--- src/sv/efs_pkg.sv ---
package efs_pkg;

    localparam int COORD_BITS_DEF = 16;
    localparam int COLOR_BITS_DEF = 32;

    // op field codes
    localparam logic OP_LOAD = 1'b0;
    localparam logic OP_STEP = 1'b1;

endpackage

--- src/sv/efs_mul.sv ---
module efs_mul
    import efs_pkg::*;
#(
    parameter int A_W = 2 * COORD_BITS_DEF - 2,
    parameter int B_W = COORD_BITS_DEF + 2
)
(
    input  logic                     clk,
    input  logic [A_W-1:0]           op_a,
    input  logic signed [B_W-1:0]    op_b,
    output logic signed [A_W+B_W:0]  prod
);

    logic signed [A_W+B_W:0] prod_reg;
    logic signed [A_W+B_W:0] prod_next;

    // op_a is unsigned, op_b two's complement
    assign prod_next = $signed({1'b0, op_a}) * op_b;

    always_ff @(posedge clk)
    begin
        prod_reg <= prod_next;
    end

    assign prod = prod_reg;

endmodule

--- src/sv/efs_out.sv ---
module efs_out
    import efs_pkg::*;
#(
    parameter int OUT_W   = COORD_BITS_DEF + 1,
    parameter int COLOR_W = COLOR_BITS_DEF
)
(
    input  logic                     clk,
    input  logic                     rst_n,
    input  logic                     load,
    input  logic [OUT_W-1:0]         left_in,
    input  logic [OUT_W-1:0]         right_in,
    input  logic [OUT_W-1:0]         row_in,
    input  logic [COLOR_W-1:0]       color_in,
    input  logic                     last_in,
    output logic                     free,
    output logic                     out_valid,
    input  logic                     out_ready,
    output logic signed [OUT_W-1:0]  span_left,
    output logic signed [OUT_W-1:0]  span_right,
    output logic signed [OUT_W-1:0]  span_row,
    output logic [COLOR_W-1:0]       span_color,
    output logic                     last_span
);

    logic               valid_reg;
    logic               valid_next;
    logic [OUT_W-1:0]   left_reg;
    logic [OUT_W-1:0]   right_reg;
    logic [OUT_W-1:0]   row_reg;
    logic [COLOR_W-1:0] color_reg;
    logic               last_reg;

    assign free = !valid_reg || out_ready;

    always_comb
    begin
        valid_next = valid_reg;
        if (load)
        begin
            valid_next = 1'b1;
        end
        else if (out_ready)
        begin
            valid_next = 1'b0;
        end
    end

    always_ff @(posedge clk or negedge rst_n)
    begin
        if (!rst_n)
        begin
            valid_reg <= 1'b0;
        end
        else
        begin
            valid_reg <= valid_next;
        end
    end

    always_ff @(posedge clk)
    begin
        if (load)
        begin
            left_reg  <= left_in;
            right_reg <= right_in;
            row_reg   <= row_in;
            color_reg <= color_in;
            last_reg  <= last_in;
        end
    end

    assign out_valid  = valid_reg;
    assign span_left  = $signed(left_reg);
    assign span_right = $signed(right_reg);
    assign span_row   = $signed(row_reg);
    assign span_color = color_reg;
    assign last_span  = last_reg;

endmodule

--- src/sv/filled_ellipse_span_generator.sv ---
// Filled ellipse span generator.
// Input channel (in_valid/in_ready): op = OP_LOAD stores center, radii and
// color; op = OP_STEP walks one row pair, from y = b down to y = 0, and
// yields two spans (rows cy-y and cy+y, columns cx-x+1 .. cx+x-1).
// Output channel (out_valid/out_ready): one span per transfer; last_span
// marks the second span of row 0. A load with a radius <= 0 gives an empty
// ellipse; a step with no ellipse loaded is taken and dropped.
// One shared multiplier (with registered product) does all products under
// a small sequencer; in_ready is high only while the sequencer is idle.
// Load: states ST_L_AA, ST_L_BB, ST_L_ERR and ST_L_FIN run before ready
// again, forming a*a, b*b and b*b*a. Step: each x increment on that row
// pair costs one multiply state (ST_CHK) and one accumulate state (ST_ADDX).
// The first span is registered from ST_OUT0, after the last ST_CHK and ST_ADDY.
// A stalled receiver holds the output register; the sequencer waits in
// its emit states until the register frees, and a new input is taken as
// soon as the second span is in the register.
// Reset clears the sequencer, the output valid and the loaded ellipse.
module filled_ellipse_span_generator
    import efs_pkg::*;
#(
    parameter int COORD_BITS = COORD_BITS_DEF,
    parameter int COLOR_BITS = COLOR_BITS_DEF
)
(
    input  logic                          clk,
    input  logic                          rst_n,
    input  logic                          in_valid,
    output logic                          in_ready,
    input  logic                          op,
    input  logic signed [COORD_BITS-1:0]  center_x,
    input  logic signed [COORD_BITS-1:0]  center_y,
    input  logic signed [COORD_BITS-1:0]  radius_x,
    input  logic signed [COORD_BITS-1:0]  radius_y,
    input  logic [COLOR_BITS-1:0]         fill_color,
    output logic                          out_valid,
    input  logic                          out_ready,
    output logic signed [COORD_BITS:0]    span_left,
    output logic signed [COORD_BITS:0]    span_right,
    output logic signed [COORD_BITS:0]    span_row,
    output logic [COLOR_BITS-1:0]         span_color,
    output logic                          last_span
);

    localparam int C      = COORD_BITS;
    localparam int OUT_W  = C + 1;
    localparam int SQ_W   = 2 * C - 2;
    localparam int OPB_W  = C + 2;
    localparam int PROD_W = SQ_W + OPB_W + 1;
    localparam int ERR_W  = PROD_W + 1;

    typedef enum logic [9:0] {
        ST_IDLE  = 10'b00_0000_0001,
        ST_L_AA  = 10'b00_0000_0010,
        ST_L_BB  = 10'b00_0000_0100,
        ST_L_ERR = 10'b00_0000_1000,
        ST_L_FIN = 10'b00_0001_0000,
        ST_CHK   = 10'b00_0010_0000,
        ST_ADDX  = 10'b00_0100_0000,
        ST_ADDY  = 10'b00_1000_0000,
        ST_OUT0  = 10'b01_0000_0000,
        ST_OUT1  = 10'b10_0000_0000
    } state_t;

    state_t                   state_reg, state_next;
    logic [C-1:0]             ccol_reg, ccol_next;
    logic [C-1:0]             crow_reg, crow_next;
    logic [C-1:0]             ra_reg, ra_next;
    logic [SQ_W-1:0]          asq_reg, asq_next;
    logic [SQ_W-1:0]          bsq_reg, bsq_next;
    logic [C-1:0]             x_reg, x_next;
    logic [C-1:0]             y_reg, y_next;
    logic [ERR_W-1:0]         err_reg, err_next;
    logic [COLOR_BITS-1:0]    color_reg, color_next;
    logic                     active_reg, active_next;

    logic [SQ_W-1:0]          mul_a;
    logic signed [OPB_W-1:0]  mul_b;
    logic signed [PROD_W-1:0] prod;
    logic [ERR_W-1:0]         prod_ext;

    logic                     in_xfer;
    logic                     a_pos;
    logic                     b_pos;
    logic                     out_free;
    logic                     out_load;
    logic [OUT_W-1:0]         cc_ext;
    logic [OUT_W-1:0]         cr_ext;
    logic [OUT_W-1:0]         left_w;
    logic [OUT_W-1:0]         right_w;
    logic [OUT_W-1:0]         row_w;
    logic                     last_w;

    assign in_ready = (state_reg == ST_IDLE);
    assign in_xfer  = in_valid && in_ready;
    assign a_pos    = !radius_x[C-1] && (radius_x != '0);
    assign b_pos    = !radius_y[C-1] && (radius_y != '0);
    assign prod_ext = ERR_W'(prod);

    // operand select for the shared multiplier
    always_comb
    begin
        mul_a = asq_reg;
        mul_b = '0;
        case (state_reg)
            ST_L_AA:
            begin
                mul_a = SQ_W'(ra_reg);
                mul_b = $signed(OPB_W'(ra_reg));
            end
            ST_L_BB:
            begin
                mul_a = SQ_W'(y_reg);
                mul_b = $signed(OPB_W'(y_reg));
            end
            ST_L_ERR:
            begin
                mul_a = prod[SQ_W-1:0];
                mul_b = $signed(OPB_W'(ra_reg));
            end
            ST_CHK:
            begin
                if (err_reg[ERR_W-1])
                begin
                    mul_a = bsq_reg;
                    mul_b = $signed({1'b0, x_reg, 1'b1});
                end
                else
                begin
                    mul_a = asq_reg;
                    mul_b = $signed(OPB_W'(1) - {1'b0, y_reg, 1'b0});
                end
            end
            default:
            begin
                mul_a = asq_reg;
                mul_b = '0;
            end
        endcase
    end

    efs_mul #(
        .A_W (SQ_W),
        .B_W (OPB_W)
    ) u_mul (
        .clk  (clk),
        .op_a (mul_a),
        .op_b (mul_b),
        .prod (prod)
    );

    // span arithmetic, wraps to OUT_W bits
    assign cc_ext  = {ccol_reg[C-1], ccol_reg};
    assign cr_ext  = {crow_reg[C-1], crow_reg};
    assign left_w  = cc_ext - {1'b0, x_reg} + OUT_W'(1);
    assign right_w = cc_ext + {1'b0, x_reg} - OUT_W'(1);
    assign row_w   = (state_reg == ST_OUT0) ? (cr_ext - {1'b0, y_reg})
                                            : (cr_ext + {1'b0, y_reg});
    assign last_w  = (state_reg == ST_OUT1) && (y_reg == '0);
    assign out_load = ((state_reg == ST_OUT0) || (state_reg == ST_OUT1)) && out_free;

    always_comb
    begin
        state_next  = state_reg;
        ccol_next   = ccol_reg;
        crow_next   = crow_reg;
        ra_next     = ra_reg;
        asq_next    = asq_reg;
        bsq_next    = bsq_reg;
        x_next      = x_reg;
        y_next      = y_reg;
        err_next    = err_reg;
        color_next  = color_reg;
        active_next = active_reg;
        case (state_reg)
            ST_IDLE:
            begin
                if (in_xfer)
                begin
                    if (op == OP_LOAD)
                    begin
                        ccol_next   = center_x;
                        crow_next   = center_y;
                        color_next  = fill_color;
                        ra_next     = radius_x;
                        active_next = 1'b0;
                        x_next      = '0;
                        if (a_pos && b_pos)
                        begin
                            y_next     = radius_y;
                            state_next = ST_L_AA;
                        end
                        else
                        begin
                            asq_next = '0;
                            bsq_next = '0;
                            y_next   = '0;
                            err_next = '0;
                        end
                    end
                    else if (active_reg)
                    begin
                        state_next = ST_CHK;
                    end
                end
            end
            ST_L_AA:
            begin
                state_next = ST_L_BB;
            end
            ST_L_BB:
            begin
                asq_next   = prod[SQ_W-1:0];
                state_next = ST_L_ERR;
            end
            ST_L_ERR:
            begin
                bsq_next   = prod[SQ_W-1:0];
                state_next = ST_L_FIN;
            end
            ST_L_FIN:
            begin
                err_next    = '0 - prod_ext;
                active_next = 1'b1;
                state_next  = ST_IDLE;
            end
            ST_CHK:
            begin
                state_next = err_reg[ERR_W-1] ? ST_ADDX : ST_ADDY;
            end
            ST_ADDX:
            begin
                err_next   = err_reg + prod_ext;
                x_next     = x_reg + C'(1);
                state_next = ST_CHK;
            end
            ST_ADDY:
            begin
                err_next   = err_reg + prod_ext;
                state_next = ST_OUT0;
            end
            ST_OUT0:
            begin
                if (out_free)
                begin
                    state_next = ST_OUT1;
                end
            end
            ST_OUT1:
            begin
                if (out_free)
                begin
                    if (y_reg == '0)
                    begin
                        active_next = 1'b0;
                    end
                    else
                    begin
                        y_next = y_reg - C'(1);
                    end
                    state_next = ST_IDLE;
                end
            end
            default:
            begin
                state_next = ST_IDLE;
            end
        endcase
    end

    always_ff @(posedge clk or negedge rst_n)
    begin
        if (!rst_n)
        begin
            state_reg  <= ST_IDLE;
            active_reg <= 1'b0;
            ccol_reg   <= '0;
            crow_reg   <= '0;
            ra_reg     <= '0;
            asq_reg    <= '0;
            bsq_reg    <= '0;
            x_reg      <= '0;
            y_reg      <= '0;
            err_reg    <= '0;
            color_reg  <= '0;
        end
        else
        begin
            state_reg  <= state_next;
            active_reg <= active_next;
            ccol_reg   <= ccol_next;
            crow_reg   <= crow_next;
            ra_reg     <= ra_next;
            asq_reg    <= asq_next;
            bsq_reg    <= bsq_next;
            x_reg      <= x_next;
            y_reg      <= y_next;
            err_reg    <= err_next;
            color_reg  <= color_next;
        end
    end

    efs_out #(
        .OUT_W   (OUT_W),
        .COLOR_W (COLOR_BITS)
    ) u_out (
        .clk        (clk),
        .rst_n      (rst_n),
        .load       (out_load),
        .left_in    (left_w),
        .right_in   (right_w),
        .row_in     (row_w),
        .color_in   (color_reg),
        .last_in    (last_w),
        .free       (out_free),
        .out_valid  (out_valid),
        .out_ready  (out_ready),
        .span_left  (span_left),
        .span_right (span_right),
        .span_row   (span_row),
        .span_color (span_color),
        .last_span  (last_span)
    );

endmodule
--- config.mk ---
export PLATFORM = sky130hd
export DESIGN_NAME = filled_ellipse_span_generator
export DESIGN_NICKNAME = d
export VERILOG_FILES = /design/src/sv/efs_pkg.sv /design/src/sv/efs_mul.sv /design/src/sv/efs_out.sv /design/src/sv/filled_ellipse_span_generator.sv
export SDC_FILE = /design/constraint.sdc
export NUM_CORES = 2
export LEC_CHECK = 0
export BUFFER_PORTS_ARGS = -buffer_cell sky130_fd_sc_hd__buf_2
export CORE_MARGIN = 8
export CORE_UTILIZATION = 35
export CTS_CLUSTER_DIAMETER = 120
export DETAILED_ROUTE_END_ITERATION = 10
export PLACE_DENSITY = 0.53
export SYNTH_ARGS = -nofsm -noshare
export SYNTH_HDL_FRONTEND = slang
export SYNTH_SLANG_ARGS = --single-unit
--- constraint.sdc ---
create_clock -name clk -period 7.7 [get_ports clk]
set_input_delay 0.77 -clock clk [delete_from_list [all_inputs] [get_ports clk]]
set_output_delay 0.77 -clock clk [all_outputs]
set_load 0.01 [all_outputs]
======== Word-level counts from Yosys, hierarchy flattened ========
Cells that the tools add are included.
storage, ports and cells
  output and inout bits ................... 86
  logic and storage cells ................. 119
  register bits ........................... 367
cells by class
  muxes and demuxes ....................... 38
  bitwise gates (word level) .............. 1
  reductions and logical operators ........ 31
  eq/ne operators ......................... 19
  multiply operators ...................... 1
  add/sub/neg operators ................... 11
operators with widths
  kind                                                                  number
  50-bit two-way mux                                                    3
  50-bit one-hot mux with 3 select lines                                1
  30-bit two-way mux                                                    4
  30-bit one-hot mux with 2 select lines                                2
  30-bit one-hot mux with 4 select lines                                1
  16-bit two-way mux                                                    7
  10-bit one-hot mux with 9 select lines                                1
  16-bit one-hot mux with 2 select lines                                2
  10-bit two-way mux                                                    6
  18-bit one-hot mux with 3 select lines                                1
  50-bit adder                                                          1
  1-bit by 49-bit subtractor with 50-bit output, first input constant   1
  31-bit by 18-bit multiplier with 49-bit output                        1
  17-bit by 16-bit adder with 17-bit output                             2
  17-bit by 16-bit subtractor with 17-bit output                        2
  16-bit nonzero test                                                   2
  18-bit two-way mux                                                    1
  1-bit by 17-bit subtractor with 18-bit output, first input constant   1
  17-bit by 1-bit adder with 17-bit output, second input constant       1
  17-bit two-way mux                                                    1
  17-bit by 1-bit subtractor with 17-bit output, second input constant  1
  16-bit by 1-bit adder with 16-bit output, second input constant       1
  16-bit logical NOT                                                    1
  16-bit by 1-bit subtractor with 16-bit output, second input constant  1
  other kinds (27)                                                      56

======== Longest topological paths before layout ========
  depth in word-level cells ............... 7
  mapped depth ............................ 38

======== Modules after synthesis ========
Synthesis repeated with hierarchy kept, for this count alone.
unflattened totals
  cell total of the unflattened synthesis .. 4198
  area total of the unflattened synthesis .. 38633.3 um^2
modules (own cells, without submodules)
  module                         cells an instance  sequential area each (um^2)  instances  area each (um^2)
  efs_mul                        2076               980.9                        1          18696.7
  filled_ellipse_span_generator  2035               5831.8                       1          17366.7
  efs_out                        87                 2547.4                       1          2570.0

======== Worst setup path after synthesis ========
No wires, ideal clock.
  path type ............................... register to register
  start ................................... reg state_reg[3]
  end ..................................... reg u_mul.prod_reg[26] (netlist: u_mul.prod[26])
  data arrival time ....................... 8315 ps
  setup time .............................. 106 ps
  path buffers ............................ 2
  data required time ...................... 7594 ps
  cell stages (with the launch flop) ...... 31
  period minus slack after synthesis ...... 8421 ps
  slack ................................... -721 ps
  path through ............................ dfrtp_1 -> or4_1 -> nor3_1 -> nand2_1 -> nor3b_2 -> nor3_1 -> or2_1 -> buf_2 -> buf_2 -> a221oi_2 -> nor2_1 -> fa_1 -> inv_1 -> fa_1 -> fa_1 -> fa_1 -> inv_1 -> fa_1 -> inv_1 -> fa_1 -> inv_1 -> ha_1 -> and3_1 -> a221o_1 -> a21oi_1 -> a21oi_1 -> o2111ai_1 -> a21oi_1 -> o21ai_0 -> or4b_2 -> o311ai_0
between the ends
  word-level cells in the longest chain between the ends .. 4
  elaborated cells between the ends (all ways) .. 8
  classes of those cells .................. mul (1); eq/ne (4); mux (2); reduce/logical (1)
RTL lines
  what                                                                                                    line                                  text
  start: declaration                                                                                      filled_ellipse_span_generator.sv:64   state_t state_reg, state_next;
  start signal: assignment                                                                                filled_ellipse_span_generator.sv:288  state_reg <= state_next;
  10-bit by 4-bit == test with 1-bit output or 10-bit by 2-bit == test with 1-bit output (tied branches)  filled_ellipse_span_generator.sv:104  case (state_reg)
  2-bit OR reduction (no source line)                                                                     n/a
  18-bit one-hot mux with 3 select lines                                                                  filled_ellipse_span_generator.sv:104
  31-bit by 18-bit multiplier with 49-bit output *                                                        efs_mul.sv:18                         assign prod_next = $signed({1'b0, op_a}) * op_b;
  via u_mul.prod_next[26]                                                                                 efs_mul.sv:15                         logic signed [A_W+B_W:0] prod_next;
  end signal: assignment                                                                                  efs_mul.sv:22                         prod_reg <= prod_next;
  end: declaration                                                                                        efs_mul.sv:14                         logic signed [A_W+B_W:0] prod_reg;
The timed path passes the listed nets; every way through them passes the cells marked *.
A chain may end at the register's enable or synchronous reset.

======== Worst setup path after layout ========
  start ................................... reg state_reg[3]
  end ..................................... reg u_mul.prod_reg[40] (netlist: u_mul.prod[40])
The elaborated chain is that of the path after synthesis.

==> impl_metrics.json <==
{
  "die_x_um": 345.4,
  "worst-setup-path-type": "reg2reg",
  "routedWlPerCell_um": 19.73,
  "vias_per_cell": 5.064,
  "finalCriticalPeriod_ns": 8.237,
  "fin_worst_skew_ns": 0.03062,
  "grt_pass1_vias": 32250,
  "root_buffer": "clkbuf_16",
  "cts.path.max_buffers": 3,
  "die-area_sq_um": 119300,
  "slowest_delay_ns": 0.56,
  "r2r_end": "u_mul.prod[40]$_DFF_P_",
  "hp-class": "in2async",
  "slowest_stage": "or4_4",
  "grt_max_degree": 125,
  "grt_overflow": 0,
  "rows": 121,
  "die_h_um": 345.4,
  "syn_area_sq_um": 37980,
  "cp_common_cell": "fa_1",
  "yosysSeqAreaShare_pct": 24.57,
  "maxSlewViolCount": 0,
  "start_util_pct": 35.08,
  "synth_nets": 5042,
  "nets": 5559,
  "slew_headroom_pct": 27.29,
  "crit_path_end_kind": "register",
  "synthDistinctLibCells": 84,
  "ant_nets": 0,
  "place_congestion": 0.9139,
  "reg2reg_depth": 34,
  "cts_tree": "yes",
  "totalWireLength_mm": 121.7,
  "yosys.area.top_type_share_pct": 23.83,
  "arrival_ns": 8.75,
  "cts_made_buffers": 42,
  "worstPathRequired_ns": 8.21,
  "clk_transition_reported_paths_ns": 0.06,
  "max_freq_mhz": 121.4,
  "place_ws_ns": -0.6770,
  "power_density_nw_per_um2": 262.2,
  "synth_top_flop_cell": "dfrtp_1",
  "rsz0062_at_grt": "yes",
  "port_buffers": 186,
  "finish.utilization_pct": 43.19,
  "core_area_sq_um": 108200,
  "hold_viol": 0,
  "synth.avg_cell_area_sq_um": 9.038,
  "status": "finished with violations",
  "layout_common_cells": "647 x inv_1, 595 x nand2_1, 416 x fa_1, 415 x buf_4, 321 x nor2_1",
  "drive_gt1_share_pct": 21.99,
  "cts_hold_buf": 0,
  "dpl.hpwl_mm": 99.10,
  "clock_latency_ns": 0.59,
  "timing.rr.start": "state_reg[3]$_DFFE_PN0P_",
  "synth.area.top_cells": "fa_1 24%, dfrtp_1 15%, ha_1 9.5%",
  "max_cap_violations": 0,
  "yosysTopAreaCell": "fa_1",
  "mostFrequentLayoutCell": "inv_1",
  "violations": "negative setup slack",
  "first_pass_iters": 6,
  "largest_reg_flops": 50,
  "track_usage_pct": 20.04,
  "synth_seq_cells": 366,
  "post-route-drc-count": 0,
  "drt_iter0_drc": 1918,
  "start_kind": "register",
  "synth-edff-count": 83,
  "r2r_slack_ns": -0.54,
  "synth_cells": 4202,
  "area_growth_pct": 23.10,
  "io-pin-count": 187,
  "grt_pass1_wl_mm": 191.1,
  "vias": 31230,
  "cts_sinks": 366,
  "setup_ws_ns": -0.5369,
  "yosysWarnings": 0,
  "ir_drop_mv": 0.1944,
  "worstMarginPinSlew_ns": 1.091,
  "finalCritPeriodShare_pct": 107.0,
  "cts_htree_levels": 2,
  "ys_async_sr_fraction_pct": 63.93,
  "p_leak_nw": 22.33,
  "cp_max_fo": 5,
  "antenna_found_initial": 4,
  "setup_violations": 26
}
[kinds of logic (layout without fill, tap and decap cells)]
group	count (synthesis)	in the layout	synth area share, %
AO/OA/AOI/OAI	674	674	11.86
XOR/XNOR	197	197	4.563
adder cells (fa/ha/maj)	739	739	33.28
buffers and inverters	872	1422	8.770
flip-flops	366	366	24.57
multiplexers	73	73	2.138
other	0	2	0
AND/OR/NAND/NOR	1281	1281	14.82
[how the worst max path moves through the flow]
stage	endpoint	depth (start not counted)	from	slack, ns
final	u_mul.prod[40]$_DFF_P_	34	state_reg[3]$_DFFE_PN0P_	-0.54
after CTS	u_mul.prod[44]$_DFF_P_	33	state_reg[6]$_DFFE_PN0P_	-0.52
after global routing	u_mul.prod[48]$_DFF_P_	35	state_reg[3]$_DFFE_PN0P_	-0.83
after floorplan	u_mul.prod[26]$_DFF_P_	30	state_reg[3]$_DFFE_PN0P_	-0.40
after global placement	u_mul.prod[48]$_DFF_P_	30	y_reg[2]$_DFFE_PN0P_	-0.71
after detailed placement	u_mul.prod[48]$_DFF_P_	30	y_reg[2]$_DFFE_PN0P_	-0.68
[metal layers]
layer	track usage (%)	routed length [um]
met4	5.738	3737
met3	2.245	5805
met5	0	19
met2	33.17	57420
met1	27.67	54720
[metrics by stage]
stage / cells / hold slack (ns) / power, mW / area, sq um / TNS [ns]
detailed placement: 6035 / 0.4300 / 9.842 / 43910 / -11.63
finish: 6168 / 0.2371 / 12.26 / 46750 / -8.010
global route: 6167 / 0.3368 / 13.18 / 46750 / -15.52
global placement: 6035 / 0.4226 / 9.791 / 43910 / -11.65
CTS: 6136 / 0.2912 / 12.25 / 46090 / -6.676
floorplan: 4202 / 0.4211 / 7.627 / 38280 / -3.649
[synthesized netlist by cell type (54+ instances only)]
cell type,n
o21ai_0,179
nand3_1,56
fa_1,452
a21o_1,60
inv_1,668
a22oi_1,65
xor2_1,54
nor2_1,340
nand2_1,605
dfrtp_1,233
a21oi_1,151
mux2_2,65
clkbuf_1,163
nor3_1,65
edfxtp_1,83
xnor2_1,142
ha_1,287
[critical path: cells and delay by family (launching register included)]
| family | cells | cell delay (ns) |
|---|---|---|
| AO/OA/AOI/OAI | 6 | 1.08 |
| AND/OR/NAND/NOR | 10 | 2.22 |
| adder cells (fa/ha/maj) | 7 | 3.25 |
| XOR/XNOR | 1 | 0.13 |
| flip-flops | 1 | 0.38 |
| buffers and inverters | 10 | 1.11 |
[repair_timing]
| item | in CTS | in global routing |
|---|---|---|
| gates resized for setup | 101 | 112 |
| pin swaps | 74 | 64 |
| gates cloned | 3 | 1 |
| endpoints found under the setup margin | 29 | 32 |
| buffers inserted | 22 | 30 |
[cell type report]
cell class	instances	area, sq um
sequential	366	9330
timing repair buffer	676	5350
antenna	2	5.005
multi-input combinational	2964	26270
inverter	669	2515
clock inverter	22	302.8
fill	10590	61500
clock buffer	55	1205
tap	1414	1769
[power breakdown]
| group | switching (mW) | internal (mW) | total [mW] |
|---|---|---|---|
| sequential | 0.365 | 2.62 | 2.99 |
| clock | 0.908 | 1.29 | 2.20 |
| combinational | 4.02 | 3.05 | 7.08 |
| total | 5.30 | 6.96 | 12.3 |
Note: power is estimated with default switching activity, not from simulation.
